==> src/rtl/ecpm_pkg.sv <==
package ecpm_pkg;

    localparam int LIMIT_W    = 16;
    localparam int COLOR_W    = 24;
    localparam int CH_W       = 8;
    localparam int CFG_IDX_W  = 3;
    localparam int CFG_DATA_W = 24;
    localparam int MODE_W     = 2;

    localparam logic [CFG_IDX_W-1:0] REG_MAX_ITER   = 3'd0;
    localparam logic [CFG_IDX_W-1:0] REG_MODE       = 3'd1;
    localparam logic [CFG_IDX_W-1:0] REG_LIN_LIMIT  = 3'd2;
    localparam logic [CFG_IDX_W-1:0] REG_COLOR_A    = 3'd3;
    localparam logic [CFG_IDX_W-1:0] REG_COLOR_B    = 3'd4;
    localparam logic [CFG_IDX_W-1:0] REG_COLOR_C    = 3'd5;
    localparam logic [CFG_IDX_W-1:0] REG_STRIPE_EVN = 3'd6;
    localparam logic [CFG_IDX_W-1:0] REG_STRIPE_ODD = 3'd7;

    localparam logic [MODE_W-1:0] MODE_PROP   = 2'd0;
    localparam logic [MODE_W-1:0] MODE_LINEAR = 2'd1;
    localparam logic [MODE_W-1:0] MODE_STRIPE = 2'd2;

    localparam logic [LIMIT_W-1:0] RST_LIMIT      = 16'd1000;
    localparam logic [MODE_W-1:0]  RST_MODE       = MODE_PROP;
    localparam logic [COLOR_W-1:0] RST_COLOR_A    = 24'h000040;
    localparam logic [COLOR_W-1:0] RST_COLOR_B    = 24'hFFFF00;
    localparam logic [COLOR_W-1:0] RST_COLOR_C    = 24'hFF0000;
    localparam logic [COLOR_W-1:0] RST_STRIPE_EVN = 24'h000040;
    localparam logic [COLOR_W-1:0] RST_STRIPE_ODD = 24'hFFFFFF;

    typedef enum logic [1:0] {
        KIND_GRAD,
        KIND_BLACK,
        KIND_EVEN,
        KIND_ODD
    } t_kind;

    typedef struct packed {
        t_kind kind;
        logic  in_set;
    } t_tag;

endpackage

==> src/rtl/ecpm_div.sv <==
module ecpm_div
    import ecpm_pkg::*;
#(
    parameter int NUM_ANCHORS   = 3,
    parameter int SEGMENT_STEPS = 128
) (
    input  logic                                          i_clk,
    input  logic                                          i_rst_n,
    input  logic                                          i_vld,
    output logic                                          o_rdy,
    input  logic [LIMIT_W+$clog2((NUM_ANCHORS-1)*SEGMENT_STEPS)-1:0] i_num,
    input  logic [LIMIT_W-1:0]                            i_div,
    input  logic                                          i_clamp,
    input  t_tag                                          i_tag,
    output logic                                          o_vld,
    input  logic                                          i_rdy,
    output logic [$clog2((NUM_ANCHORS-1)*SEGMENT_STEPS)-1:0] o_k,
    output t_tag                                          o_tag
);

    localparam int ENTRIES = (NUM_ANCHORS - 1) * SEGMENT_STEPS;
    localparam int KW      = $clog2(ENTRIES);
    localparam int NW      = LIMIT_W + KW;

    // one quotient bit per stage: remainder in the upper bits, quotient shifts in below
    function automatic logic [NW-1:0] div_step(input logic [NW-1:0] acc,
                                               input logic [LIMIT_W-1:0] dv);
        logic [LIMIT_W:0]   t;
        logic               ge;
        logic [LIMIT_W:0]   rem;
        t   = {acc[NW-1 -: LIMIT_W], acc[KW-1]};
        ge  = t >= {1'b0, dv};
        rem = ge ? (t - {1'b0, dv}) : t;
        return {rem[LIMIT_W-1:0], acc[KW-2:0], ge};
    endfunction

    logic [NW-1:0]      r_acc   [KW];
    logic [LIMIT_W-1:0] r_div   [KW];
    logic               r_clamp [KW];
    t_tag               r_tag   [KW];
    logic               r_vld   [KW];
    logic               stg_en  [KW];

    always_comb begin
        stg_en[KW-1] = !r_vld[KW-1] || i_rdy;
        for (int j = KW - 2; j >= 0; j--) begin
            stg_en[j] = !r_vld[j] || stg_en[j+1];
        end
    end

    always_ff @(posedge i_clk) begin
        if (!i_rst_n) begin
            for (int j = 0; j < KW; j++) begin
                r_vld[j] <= 1'b0;
            end
        end else begin
            if (stg_en[0]) begin
                r_vld[0] <= i_vld;
            end
            for (int j = 1; j < KW; j++) begin
                if (stg_en[j]) begin
                    r_vld[j] <= r_vld[j-1];
                end
            end
        end
    end

    always_ff @(posedge i_clk) begin
        if (stg_en[0]) begin
            r_acc[0]   <= div_step(i_num, i_div);
            r_div[0]   <= i_div;
            r_clamp[0] <= i_clamp;
            r_tag[0]   <= i_tag;
        end
        for (int j = 1; j < KW; j++) begin
            if (stg_en[j]) begin
                r_acc[j]   <= div_step(r_acc[j-1], r_div[j-1]);
                r_div[j]   <= r_div[j-1];
                r_clamp[j] <= r_clamp[j-1];
                r_tag[j]   <= r_tag[j-1];
            end
        end
    end

    assign o_rdy = stg_en[0];
    assign o_vld = r_vld[KW-1];
    assign o_tag = r_tag[KW-1];
    assign o_k   = r_clamp[KW-1] ? KW'(ENTRIES - 1) : r_acc[KW-1][KW-1:0];

    a_quot_range: assert property (@(posedge i_clk) disable iff (!i_rst_n)
        r_vld[KW-1] && !r_clamp[KW-1]
        |-> {1'b0, r_acc[KW-1][KW-1:0]} < (KW+1)'(ENTRIES))
        else $error("quotient beyond gradient");

    a_rem_range: assert property (@(posedge i_clk) disable iff (!i_rst_n)
        r_vld[KW-1] && !r_clamp[KW-1]
        |-> r_acc[KW-1][NW-1 -: LIMIT_W] < r_div[KW-1])
        else $error("remainder not below divisor");

endmodule

==> src/rtl/ecpm_blend.sv <==
module ecpm_blend
    import ecpm_pkg::*;
#(
    parameter int NUM_ANCHORS   = 3,
    parameter int SEGMENT_STEPS = 128
) (
    input  logic                                             i_clk,
    input  logic                                             i_rst_n,
    input  logic                                             i_vld,
    output logic                                             o_rdy,
    input  logic [$clog2((NUM_ANCHORS-1)*SEGMENT_STEPS)-1:0] i_k,
    input  t_tag                                             i_tag,
    input  logic [COLOR_W-1:0]                               i_color_a,
    input  logic [COLOR_W-1:0]                               i_color_b,
    input  logic [COLOR_W-1:0]                               i_color_c,
    output logic                                             o_vld,
    input  logic                                             i_rdy,
    output logic [COLOR_W-1:0]                               o_rgb,
    output t_tag                                             o_tag
);

    localparam int ENTRIES = (NUM_ANCHORS - 1) * SEGMENT_STEPS;
    localparam int KW      = $clog2(ENTRIES);
    localparam int PW      = $clog2(SEGMENT_STEPS);
    localparam int SPAN    = SEGMENT_STEPS - 1;
    localparam int PRW     = CH_W + PW;
    localparam int XW      = PRW + 1;
    localparam int NCH     = COLOR_W / CH_W;
    localparam int NSTG    = 6;
    localparam logic [XW:0] RECIP = (XW+1)'((64'd1 << XW) / SPAN);

    logic r_vld  [NSTG];
    logic stg_en [NSTG];
    t_tag r_tag  [NSTG];

    // stage 1: segment and position
    logic [COLOR_W-1:0] r1_ca, r1_cb;
    logic [PW-1:0]      r1_p, r1_wp;
    // stage 2: weighted anchors
    logic [PRW-1:0]     r2_pa [NCH];
    logic [PRW-1:0]     r2_pb [NCH];
    // stage 3: blend sum
    logic [XW-1:0]      r3_x  [NCH];
    // stage 4: quotient estimate
    logic [XW-1:0]      r4_x  [NCH];
    logic [CH_W-1:0]    r4_q  [NCH];
    // stage 5: remainder
    logic [XW-1:0]      r5_r  [NCH];
    logic [CH_W-1:0]    r5_q  [NCH];
    // stage 6: corrected channel
    logic [CH_W-1:0]    r6_q  [NCH];

    logic               n_seg;
    logic [PW-1:0]      n_p;
    logic [2*XW:0]      n_prod [NCH];

    always_comb begin
        n_seg = {1'b0, i_k} >= (KW+1)'(SEGMENT_STEPS);
        n_p   = n_seg ? PW'({1'b0, i_k} - (KW+1)'(SEGMENT_STEPS)) : PW'(i_k);
        for (int c = 0; c < NCH; c++) begin
            n_prod[c] = (2*XW+1)'(r3_x[c]) * (2*XW+1)'(RECIP);
        end
    end

    always_comb begin
        stg_en[NSTG-1] = !r_vld[NSTG-1] || i_rdy;
        for (int j = NSTG - 2; j >= 0; j--) begin
            stg_en[j] = !r_vld[j] || stg_en[j+1];
        end
    end

    always_ff @(posedge i_clk) begin
        if (!i_rst_n) begin
            for (int j = 0; j < NSTG; j++) begin
                r_vld[j] <= 1'b0;
            end
        end else begin
            if (stg_en[0]) begin
                r_vld[0] <= i_vld;
            end
            for (int j = 1; j < NSTG; j++) begin
                if (stg_en[j]) begin
                    r_vld[j] <= r_vld[j-1];
                end
            end
        end
    end

    always_ff @(posedge i_clk) begin
        if (stg_en[0]) begin
            r_tag[0] <= i_tag;
            r1_ca    <= n_seg ? i_color_b : i_color_a;
            r1_cb    <= n_seg ? i_color_c : i_color_b;
            r1_p     <= n_p;
            r1_wp    <= PW'(SPAN) - n_p;
        end
        for (int j = 1; j < NSTG; j++) begin
            if (stg_en[j]) begin
                r_tag[j] <= r_tag[j-1];
            end
        end
        for (int c = 0; c < NCH; c++) begin
            if (stg_en[1]) begin
                r2_pa[c] <= PRW'(r1_ca[c*CH_W +: CH_W]) * PRW'(r1_wp);
                r2_pb[c] <= PRW'(r1_cb[c*CH_W +: CH_W]) * PRW'(r1_p);
            end
            if (stg_en[2]) begin
                r3_x[c] <= XW'(r2_pa[c]) + XW'(r2_pb[c]);
            end
            if (stg_en[3]) begin
                r4_x[c] <= r3_x[c];
                r4_q[c] <= n_prod[c][XW +: CH_W];
            end
            if (stg_en[4]) begin
                r5_r[c] <= r4_x[c] - XW'(XW'(r4_q[c]) * XW'(SPAN));
                r5_q[c] <= r4_q[c];
            end
            if (stg_en[5]) begin
                r6_q[c] <= r5_q[c] + CH_W'(r5_r[c] >= XW'(SPAN));
            end
        end
    end

    always_comb begin
        for (int c = 0; c < NCH; c++) begin
            o_rgb[c*CH_W +: CH_W] = r6_q[c];
        end
    end

    assign o_rdy = stg_en[0];
    assign o_vld = r_vld[NSTG-1];
    assign o_tag = r_tag[NSTG-1];

    // reciprocal estimate is at most one short
    a_one_fix: assert property (@(posedge i_clk) disable iff (!i_rst_n)
        r_vld[4] |-> (r5_r[0] < (XW)'(2 * SPAN)) && (r5_r[1] < (XW)'(2 * SPAN))
                     && (r5_r[2] < (XW)'(2 * SPAN)))
        else $error("blend remainder needs more than one correction");

endmodule

==> src/rtl/escape_count_palette_mapper_core.sv <==
// Pipeline from input request to output request: front stage, one divide stage per
//   index bit, six blend stages, output register.
// Throughput: one pixel per cycle while not stalled; stalls propagate stage by stage
//   and fill bubbles.
// Reset (i_rst_n low, synchronous): pipeline emptied, config registers back to defaults.
module escape_count_palette_mapper_core
    import ecpm_pkg::*;
#(
    parameter int NUM_ANCHORS   = 3,
    parameter int SEGMENT_STEPS = 128,
    parameter int COUNT_WIDTH   = 16
) (
    input  logic                                i_clk,
    input  logic                                i_rst_n,
    input  logic                                i_cfg_we,
    input  logic [CFG_IDX_W-1:0]                i_cfg_idx,
    input  logic [CFG_DATA_W-1:0]               i_cfg_data,
    input  logic                                i_s_tvalid,
    output logic                                o_s_tready,
    // [COUNT_WIDTH-1:0] iteration_count
    input  logic [((COUNT_WIDTH+7)/8)*8-1:0]    i_s_tdata,
    output logic                                o_m_tvalid,
    input  logic                                i_m_tready,
    // [7:0] red, [15:8] green, [23:16] blue, [24] in_set
    output logic [31:0]                         o_m_tdata
);

    localparam int ENTRIES = (NUM_ANCHORS - 1) * SEGMENT_STEPS;
    localparam int KW      = $clog2(ENTRIES);
    localparam int NW      = LIMIT_W + KW;
    localparam int CMPW    = (COUNT_WIDTH > LIMIT_W) ? COUNT_WIDTH : LIMIT_W;

    logic [LIMIT_W-1:0] r_max_iter, r_lin_limit;
    logic [MODE_W-1:0]  r_mode;
    logic [COLOR_W-1:0] r_color_a, r_color_b, r_color_c, r_stripe_evn, r_stripe_odd;

    always_ff @(posedge i_clk) begin
        if (!i_rst_n) begin
            r_max_iter   <= RST_LIMIT;
            r_mode       <= RST_MODE;
            r_lin_limit  <= RST_LIMIT;
            r_color_a    <= RST_COLOR_A;
            r_color_b    <= RST_COLOR_B;
            r_color_c    <= RST_COLOR_C;
            r_stripe_evn <= RST_STRIPE_EVN;
            r_stripe_odd <= RST_STRIPE_ODD;
        end else if (i_cfg_we) begin
            unique case (i_cfg_idx)
                REG_MAX_ITER:   r_max_iter   <= i_cfg_data[LIMIT_W-1:0];
                REG_MODE:       r_mode       <= i_cfg_data[MODE_W-1:0];
                REG_LIN_LIMIT:  r_lin_limit  <= i_cfg_data[LIMIT_W-1:0];
                REG_COLOR_A:    r_color_a    <= i_cfg_data[COLOR_W-1:0];
                REG_COLOR_B:    r_color_b    <= i_cfg_data[COLOR_W-1:0];
                REG_COLOR_C:    r_color_c    <= i_cfg_data[COLOR_W-1:0];
                REG_STRIPE_EVN: r_stripe_evn <= i_cfg_data[COLOR_W-1:0];
                REG_STRIPE_ODD: r_stripe_odd <= i_cfg_data[COLOR_W-1:0];
                default: ;
            endcase
        end
    end

    // front stage: classify, pick divisor, scale count
    logic [CMPW-1:0]    n_count;
    logic [LIMIT_W-1:0] n_div;
    logic               n_clamp;
    logic [NW-1:0]      n_num;
    t_tag               n_tag;

    always_comb begin
        n_count = CMPW'(i_s_tdata[COUNT_WIDTH-1:0]);
        n_div   = (r_mode == MODE_LINEAR) ? r_lin_limit : r_max_iter;
        n_clamp = n_count >= CMPW'(n_div);
        n_num   = NW'(n_count[LIMIT_W-1:0]) * NW'(ENTRIES);
        n_tag.in_set = n_count == CMPW'(r_max_iter);
        if (n_tag.in_set) begin
            n_tag.kind = KIND_BLACK;
        end else begin
            unique case (r_mode)
                MODE_PROP, MODE_LINEAR: n_tag.kind = KIND_GRAD;
                MODE_STRIPE:            n_tag.kind = n_count[0] ? KIND_ODD : KIND_EVEN;
                default:                n_tag.kind = KIND_BLACK;
            endcase
        end
    end

    logic               r_f_vld;
    logic [LIMIT_W-1:0] r_f_div;
    logic               r_f_clamp;
    logic [NW-1:0]      r_f_num;
    t_tag               r_f_tag;
    logic               f_en;
    logic               div_rdy;

    assign f_en       = !r_f_vld || div_rdy;
    assign o_s_tready = f_en;

    always_ff @(posedge i_clk) begin
        if (!i_rst_n) begin
            r_f_vld <= 1'b0;
        end else if (f_en) begin
            r_f_vld <= i_s_tvalid;
        end
    end

    always_ff @(posedge i_clk) begin
        if (f_en) begin
            r_f_div   <= n_div;
            r_f_clamp <= n_clamp;
            r_f_num   <= n_num;
            r_f_tag   <= n_tag;
        end
    end

    logic               div_vld;
    logic [KW-1:0]      div_k;
    t_tag               div_tag;
    logic               bl_rdy;

    ecpm_div #(
        .NUM_ANCHORS   (NUM_ANCHORS),
        .SEGMENT_STEPS (SEGMENT_STEPS)
    ) u_div (
        .i_clk   (i_clk),
        .i_rst_n (i_rst_n),
        .i_vld   (r_f_vld),
        .o_rdy   (div_rdy),
        .i_num   (r_f_num),
        .i_div   (r_f_div),
        .i_clamp (r_f_clamp),
        .i_tag   (r_f_tag),
        .o_vld   (div_vld),
        .i_rdy   (bl_rdy),
        .o_k     (div_k),
        .o_tag   (div_tag)
    );

    logic               bl_vld;
    logic [COLOR_W-1:0] bl_rgb;
    t_tag               bl_tag;
    logic               o_en;

    ecpm_blend #(
        .NUM_ANCHORS   (NUM_ANCHORS),
        .SEGMENT_STEPS (SEGMENT_STEPS)
    ) u_blend (
        .i_clk     (i_clk),
        .i_rst_n   (i_rst_n),
        .i_vld     (div_vld),
        .o_rdy     (bl_rdy),
        .i_k       (div_k),
        .i_tag     (div_tag),
        .i_color_a (r_color_a),
        .i_color_b (r_color_b),
        .i_color_c (r_color_c),
        .o_vld     (bl_vld),
        .i_rdy     (o_en),
        .o_rgb     (bl_rgb),
        .o_tag     (bl_tag)
    );

    // output register
    logic [COLOR_W-1:0] n_rgb;
    logic               r_o_vld;
    logic [COLOR_W-1:0] r_o_rgb;
    logic               r_o_in_set;

    always_comb begin
        unique case (bl_tag.kind)
            KIND_GRAD:  n_rgb = bl_rgb;
            KIND_EVEN:  n_rgb = r_stripe_evn;
            KIND_ODD:   n_rgb = r_stripe_odd;
            KIND_BLACK: n_rgb = '0;
            default:    n_rgb = '0;
        endcase
    end

    assign o_en = !r_o_vld || i_m_tready;

    always_ff @(posedge i_clk) begin
        if (!i_rst_n) begin
            r_o_vld <= 1'b0;
        end else if (o_en) begin
            r_o_vld <= bl_vld;
        end
    end

    always_ff @(posedge i_clk) begin
        if (o_en) begin
            r_o_rgb    <= n_rgb;
            r_o_in_set <= bl_tag.in_set;
        end
    end

    assign o_m_tvalid = r_o_vld;
    assign o_m_tdata  = {7'd0, r_o_in_set, r_o_rgb[7:0], r_o_rgb[15:8], r_o_rgb[23:16]};

    a_in_set_black: assert property (@(posedge i_clk) disable iff (!i_rst_n)
        o_m_tvalid && o_m_tdata[24] |-> o_m_tdata[23:0] == 24'd0)
        else $error("in-set pixel not black");

    a_front_take: assert property (@(posedge i_clk) disable iff (!i_rst_n)
        i_s_tvalid && o_s_tready |=> r_f_vld)
        else $error("accepted request missing in front stage");

    a_rst_empty: assert property (@(posedge i_clk)
        !i_rst_n |=> !o_m_tvalid && !r_f_vld)
        else $error("pipeline not empty after reset");

endmodule
==> config.mk <==
export PLATFORM = sky130hd
export DESIGN_NAME = escape_count_palette_mapper_core
export DESIGN_NICKNAME = d
export VERILOG_FILES = /design/src/rtl/ecpm_pkg.sv /design/src/rtl/ecpm_div.sv /design/src/rtl/ecpm_blend.sv /design/src/rtl/escape_count_palette_mapper_core.sv
export SDC_FILE = /design/constraint.sdc
export NUM_CORES = 2
export LEC_CHECK = 0
export BUFFER_PORTS_ARGS = -buffer_cell sky130_fd_sc_hd__buf_4
export CORE_UTILIZATION = 39
export DETAILED_ROUTE_END_ITERATION = 10
export GPL_ROUTABILITY_DRIVEN = 0
export SYNTH_ARGS = -nofsm -noshare
export SYNTH_HDL_FRONTEND = slang
export SYNTH_SLANG_ARGS = --single-unit
==> constraint.sdc <==
create_clock -name i_clk -period 5.9 [get_ports i_clk]
set_input_delay 0.295 -clock i_clk [delete_from_list [all_inputs] [get_ports i_clk]]
set_output_delay 0.295 -clock i_clk [all_outputs]
set_load 0.05 [all_outputs]
* After elaboration in Yosys (flattened, before gate mapping)
Memories as Yosys holds them, arrays and structs flattened.
Index checks and enable logic that the tools add are counted.
** Storage, ports and cells
- Logic and storage cells :: 238
- Register bits after elaboration :: 279
- Memory bits (writable) :: 690
- Output and inout bits :: 34
- Input port bits :: 48
- Memories :: 15
** Cells by class
- Reductions and logical operators :: 44
- Bitwise logic cells :: 14
- Order comparisons :: 13
- Add/sub/neg operators :: 19
- $mul :: 12
- Mux-type cells :: 87
- Equality and inequality tests :: 13
** Memories
- u_div.r_acc :: words 8, width 24, rd ports 8, clocked after Yosys merged registers in 0, wr ports 8, line ecpm_div.sv:37 : logic [NW-1:0] r_acc [KW];
- u_div.r_div :: words 8, width 16, rd ports 7, clocked after Yosys merged registers in 0, wr ports 8, line ecpm_div.sv:38 : logic [LIMIT_W-1:0] r_div [KW];
- u_blend.r3_x :: words 3, width 16, rd ports 3, clocked after Yosys merged registers in 0, wr ports 3, line ecpm_blend.sv:43 : logic [XW-1:0] r3_x [NCH];
- u_blend.r4_x :: words 3, width 16, rd ports 3, clocked after Yosys merged registers in 0, wr ports 3, line ecpm_blend.sv:45 : logic [XW-1:0] r4_x [NCH];
- u_blend.r5_r :: words 3, width 16, rd ports 3, clocked after Yosys merged registers in 0, wr ports 3, line ecpm_blend.sv:48 : logic [XW-1:0] r5_r [NCH];
- u_blend.r2_pa :: words 3, width 15, rd ports 3, clocked after Yosys merged registers in 0, wr ports 3, line ecpm_blend.sv:40 : logic [PRW-1:0] r2_pa [NCH];
- 9 more memories
** Operators by type and width (number)
- $mux 16 :: 9
- $ge 17x16->1 :: 8
- $sub 16x16->16 :: 8
- $pmux 24 s4 :: 1
- $mul 8x7->15 :: 6
- $mux 1 :: 72
- $mul 16x8->22 const B :: 3
- $add 15x15->16 :: 3
- $ge 16x7->1 const B :: 3
- $mux 24 :: 2
- $sub 16x15->16 :: 3
- $mul 8x7->15 const B :: 3
- $add 8x1->8 :: 3
- $eq 16x16->1 :: 1
- $ge 16x16->1 :: 1
- $logic_not 1->1 :: 16
- $logic_or 1x1->1 :: 16
- $reduce_and 2->1 :: 8
- $or 1x1->1 :: 14
- $eq 3x3->1 const B :: 4
- $ge 8x8->1 const B :: 1
- $mux 8 :: 1
- $mux 7 :: 1
- $sub 7x1->7 const B :: 1
- other kinds (9) :: 14

* Longest topological paths before layout
- Depth in word-level cells :: 20
- Depth in mapped cells :: 17
- Depth with buffers taken out :: 17

* Modules after synthesis
A second synthesis with hierarchy kept.
** Second synthesis, totals
- Cell total of the unflattened synthesis :: 5171
- Area total of the unflattened synthesis :: 59340.7 µm²
** Modules (own cells, without submodules)
- ecpm_blend :: sequential area each 11771.3 µm², area an instance 32747.7 µm², instances 1, cells an instance 2855
- ecpm_div :: sequential area each 9839.4 µm², area an instance 17654.4 µm², instances 1, cells an instance 1398
- escape_count_palette_mapper_core :: sequential area each 4954.8 µm², area an instance 8938.6 µm², instances 1, cells an instance 918

* Least setup slack after synthesis
OpenSTA, ideal clock, no wires.
- Path type :: reg2reg
- From :: reg u_blend.r1_wp[6]
- To :: mem u_blend.r2_pa[0][29] (netlist name) (data pin)
- Library setup time :: 260 ps
- Slack :: 1044 ps
- Data required time :: 5640 ps
- Buffers on the path :: 1
- Period minus slack after synthesis :: 4856 ps
- Cell stages (with the launch flop) :: 16
- Data arrival time :: 4596 ps
- Cells stage by stage :: edfxtp_1 clkbuf_1 and2_1 fa_1 fa_1 fa_1 inv_1 fa_1 inv_1 ha_1 or2_2 a21oi_1 nor3_1 a2111oi_0 a21oi_1 xnor2_1
** RTL lines
- start, declared :: line ecpm_blend.sv:38 : logic [PW-1:0] r1_p, r1_wp;
- start signal, assigned :: line ecpm_blend.sv:95 : r1_wp <= PW'(SPAN) - n_p;
- end, declared :: line ecpm_blend.sv:40

==> summary.txt <==
Post-synthesis sequential area ratio: 44.5%
Setup violations, final: 0
CTS Buf Count: 100
Worst-Skew Late Latency: 0.75 ns
FP Rows: 140
CTS tree: yes
Family with the most delay on the worst path: adder cells
Startpoint types: register
Clk slew on worst S/H paths: 0.06 ns
Grt ovf: 0
Gr usage total: 16.2%
H-tree depth: 3
DR vias: 36.3k
F_max: 182 MHz
Avg Cell Area, Syn: 11.2 um^2
Setup tns final: 0 ns
Max-Slew Margin vs Limit: 23.2%
Drt drc: 0
Async S/R FF share, synth: 0%
Area share of the largest cell type after synthesis: 39.0%
Synth cell types: 89
Drt wl/cell: 16.6 um
Worst path slowest cell: edfxtp_1
Most frequent cells in the layout: edfxtp_1, inv_1, ha_1, nand2_1, fa_1
Crit path DAT: 5.90 ns
Final Slew Violations: 0
Commonest non-fill, non-tap cell in the layout: edfxtp_1
Initial DRC count: 2,095
Max-Cap Viols: 0
Status: finished, final reports clean
Layout cells sized above 1: 8.11%
Vias/cell: 4.98
Mapped Cells: 5,149
Cell Area, Synth: 0.0578 mm^2
Layout Cells excl Fill: 7,294
Initial antenna violation count: 6
Die H: 387 um
Clock Tree Root: clkbuf_16
Core ar.: 0.146 mm^2
DPL Wire Length: 92.6 mm
1st-pass router iterations: 6
Fillers: 13.5k
RSZ-0062 raised after global routing: no
CP Max Fanout: 24
Final WL: 121 mm
Placed Cells incl. Taps: 7,065
Final ANT Viol Nets: 0
Top Ports: 82
Worst hold path class: input port to register
Largest net degree at the start of global routing: 77
FF+latch count, synth: 909
Final period util: 93.3%
Min cycle time layout: 5.50 ns
WP buf/inv: 2
Critical Path End Type: register
Final Util: 44.0%
Area leader, netlist: edfxtp_1
WS Path Type: register to register
Starting density of the core: 39.5%
Largest stage delay on the critical path: 0.82 ns
Post-synth top flop: edfxtp_1
Vias in the first global route: 36.7k
Main area contributors after synthesis: edfxtp_1, ha_1, fa_1, dfxtp_1, inv_1
Yosys warns: 0
Critical Path RT: 6.30 ns
First-pass GRT wire length: 194 mm
Final count of hold timing violations: 0
Port Buffers: 74
Area Growth Syn to Fin: 11.4%
EDFF count, synth: 752
# clock sinks: 909
Die ar.: 0.150 mm^2
CTS max path bufs: 3
Critical path cell sequence: and2_1 > fa_1 > fa_1 > fa_1 > inv_1 > fa_1 > inv_1 > ha_1 > or2_2 > a21oi_1 > nor3_1 > a2111oi_0 > a21oi_1 > xnor2_1
Die width: 387 um
Slew @ Worst Pin: 1.15 ns
Nets@finish: 6,212
CP dominant cell by count: fa_1
Setup Skew: 0.0860 ns
## worst reg2reg max path, stage by stage (launching register included)
cell and delay, ns:
edfxtp_1 0.82, and2_1 0.25, fa_1 0.43, fa_1 0.49, fa_1 0.55, inv_1 0.06, fa_1 0.52, inv_1 0.04
ha_1 0.33, or2_2 0.32, a21oi_1 0.21, nor3_1 0.07, a2111oi_0 0.71, a21oi_1 0.18, xnor2_1 0.19
## repair_timing
action / 4_1_cts / 5_1_grt
resized for setup: 0 / 0
setup buffers: 0 / 0
endpoints found under the hold margin: 172 / 0
hold buffers: 43 / 0
## sequential cells by signal, summed over array words and instances, names as in the netlist, 18 cells and up
signal	flops
r_color_a	24
r_color_b	24
r_color_c	24
r_o_rgb	24
r_stripe_evn	24
r_stripe_odd	24
u_blend.r1_ca	24
u_blend.r1_cb	24
u_blend.r2_pa	45
u_blend.r2_pb	45
u_blend.r3_x	48
u_blend.r4_q	24
u_blend.r4_x	48
u_blend.r5_q	24
u_blend.r5_r	48
u_blend.r6_q	24
u_blend.r_tag	18
u_div.r_acc	148
u_div.r_div	112
u_div.r_tag	24
## cell type report
class / instances / area (um^2) / area share, %
repair buffers: 154 / 1260 / 1.96
clock buffers: 124 / 2720 / 4.22
well taps: 1917 / 2400 / 3.72
flip-flops and latches: 909 / 25700 / 39.9
clock inverters: 59 / 691 / 1.07
diodes: 3 / 7.51 / 0.0116
inverters: 610 / 2290 / 3.55
multi-input cells: 3518 / 29400 / 45.5
## metrics by stage
step,worst slack (ns),hold WS [ns],area [um^2]
finish,0.397,0.0672,64400
global route,0.222,0.0515,64400
CTS,0.482,0.0147,64400
detailed placement,0.553,0.405,60600
global placement,0.604,0.401,60600
floorplan,1.04,0.394,57900
## final timing paths
path / start / end / slack, ns / cells past startpoint
worst max-delay path: u_blend.r1_wp[1] / u_blend.r2_pa[0][29] / 0.40 / 14
worst min-delay path: i_m_tready / u_blend.r_vld[0][5] / 0.07 / 4
worst max register to register: u_blend.r1_wp[1] / u_blend.r2_pa[0][29] / 0.40 / 14
worst min register to register: u_div.r_acc[1][28] / u_div.r_acc[1][53] / 0.40 / 0
## cell usage after synthesis, drive strengths merged (9+ instances only)
library cell / instances
nor4: 19
nand3: 120
edfxtp: 752
mux2: 112
a21oi: 192
inv: 610
and4: 12
fa: 295
a211oi: 28
nor3: 62
o31ai: 18
buf: 25
nand2b: 59
a22o: 25
o311ai: 9
a31oi: 15
clkbuf: 93
a21o: 62
and2: 262
a21boi: 101
or2: 23
mux2i: 25
o21a: 45
nor2: 176
nand4: 29
and3: 32
nor2b: 42
xnor2: 199
dfxtp: 157
or3: 21
ha: 576
xor2: 80
o21bai: 18
o211ai: 23
nand2: 568
o21ai: 167
o41ai: 12
## cell families (layout without fill, tap and decap cells)
family	after synthesis	in the layout	share of synthesized area [%]
other	1	10	0.00648
multiplexers	137	137	2.63
AND/OR/NAND/NOR	1440	1440	12.1
XOR/XNOR	279	279	4.23
buffers and inverters	728	947	4.86
adder cells (fa/ha/maj)	871	871	22.7
flip-flops	909	909	44.5
AO/OA/AOI/OAI	784	784	9.05
## metal layers
layer,GRT usage [%],wire [um],vias to the layer above
met1,22.3,58500,17469
met5,0,0,-
met2,25.8,53300,606
li1,-,-,18065
met3,3.05,6090,163
met4,5.14,2930,0
Power is not shown: default switching activity piles up to over one toggle a cycle in this logic, so the estimate is an artifact.
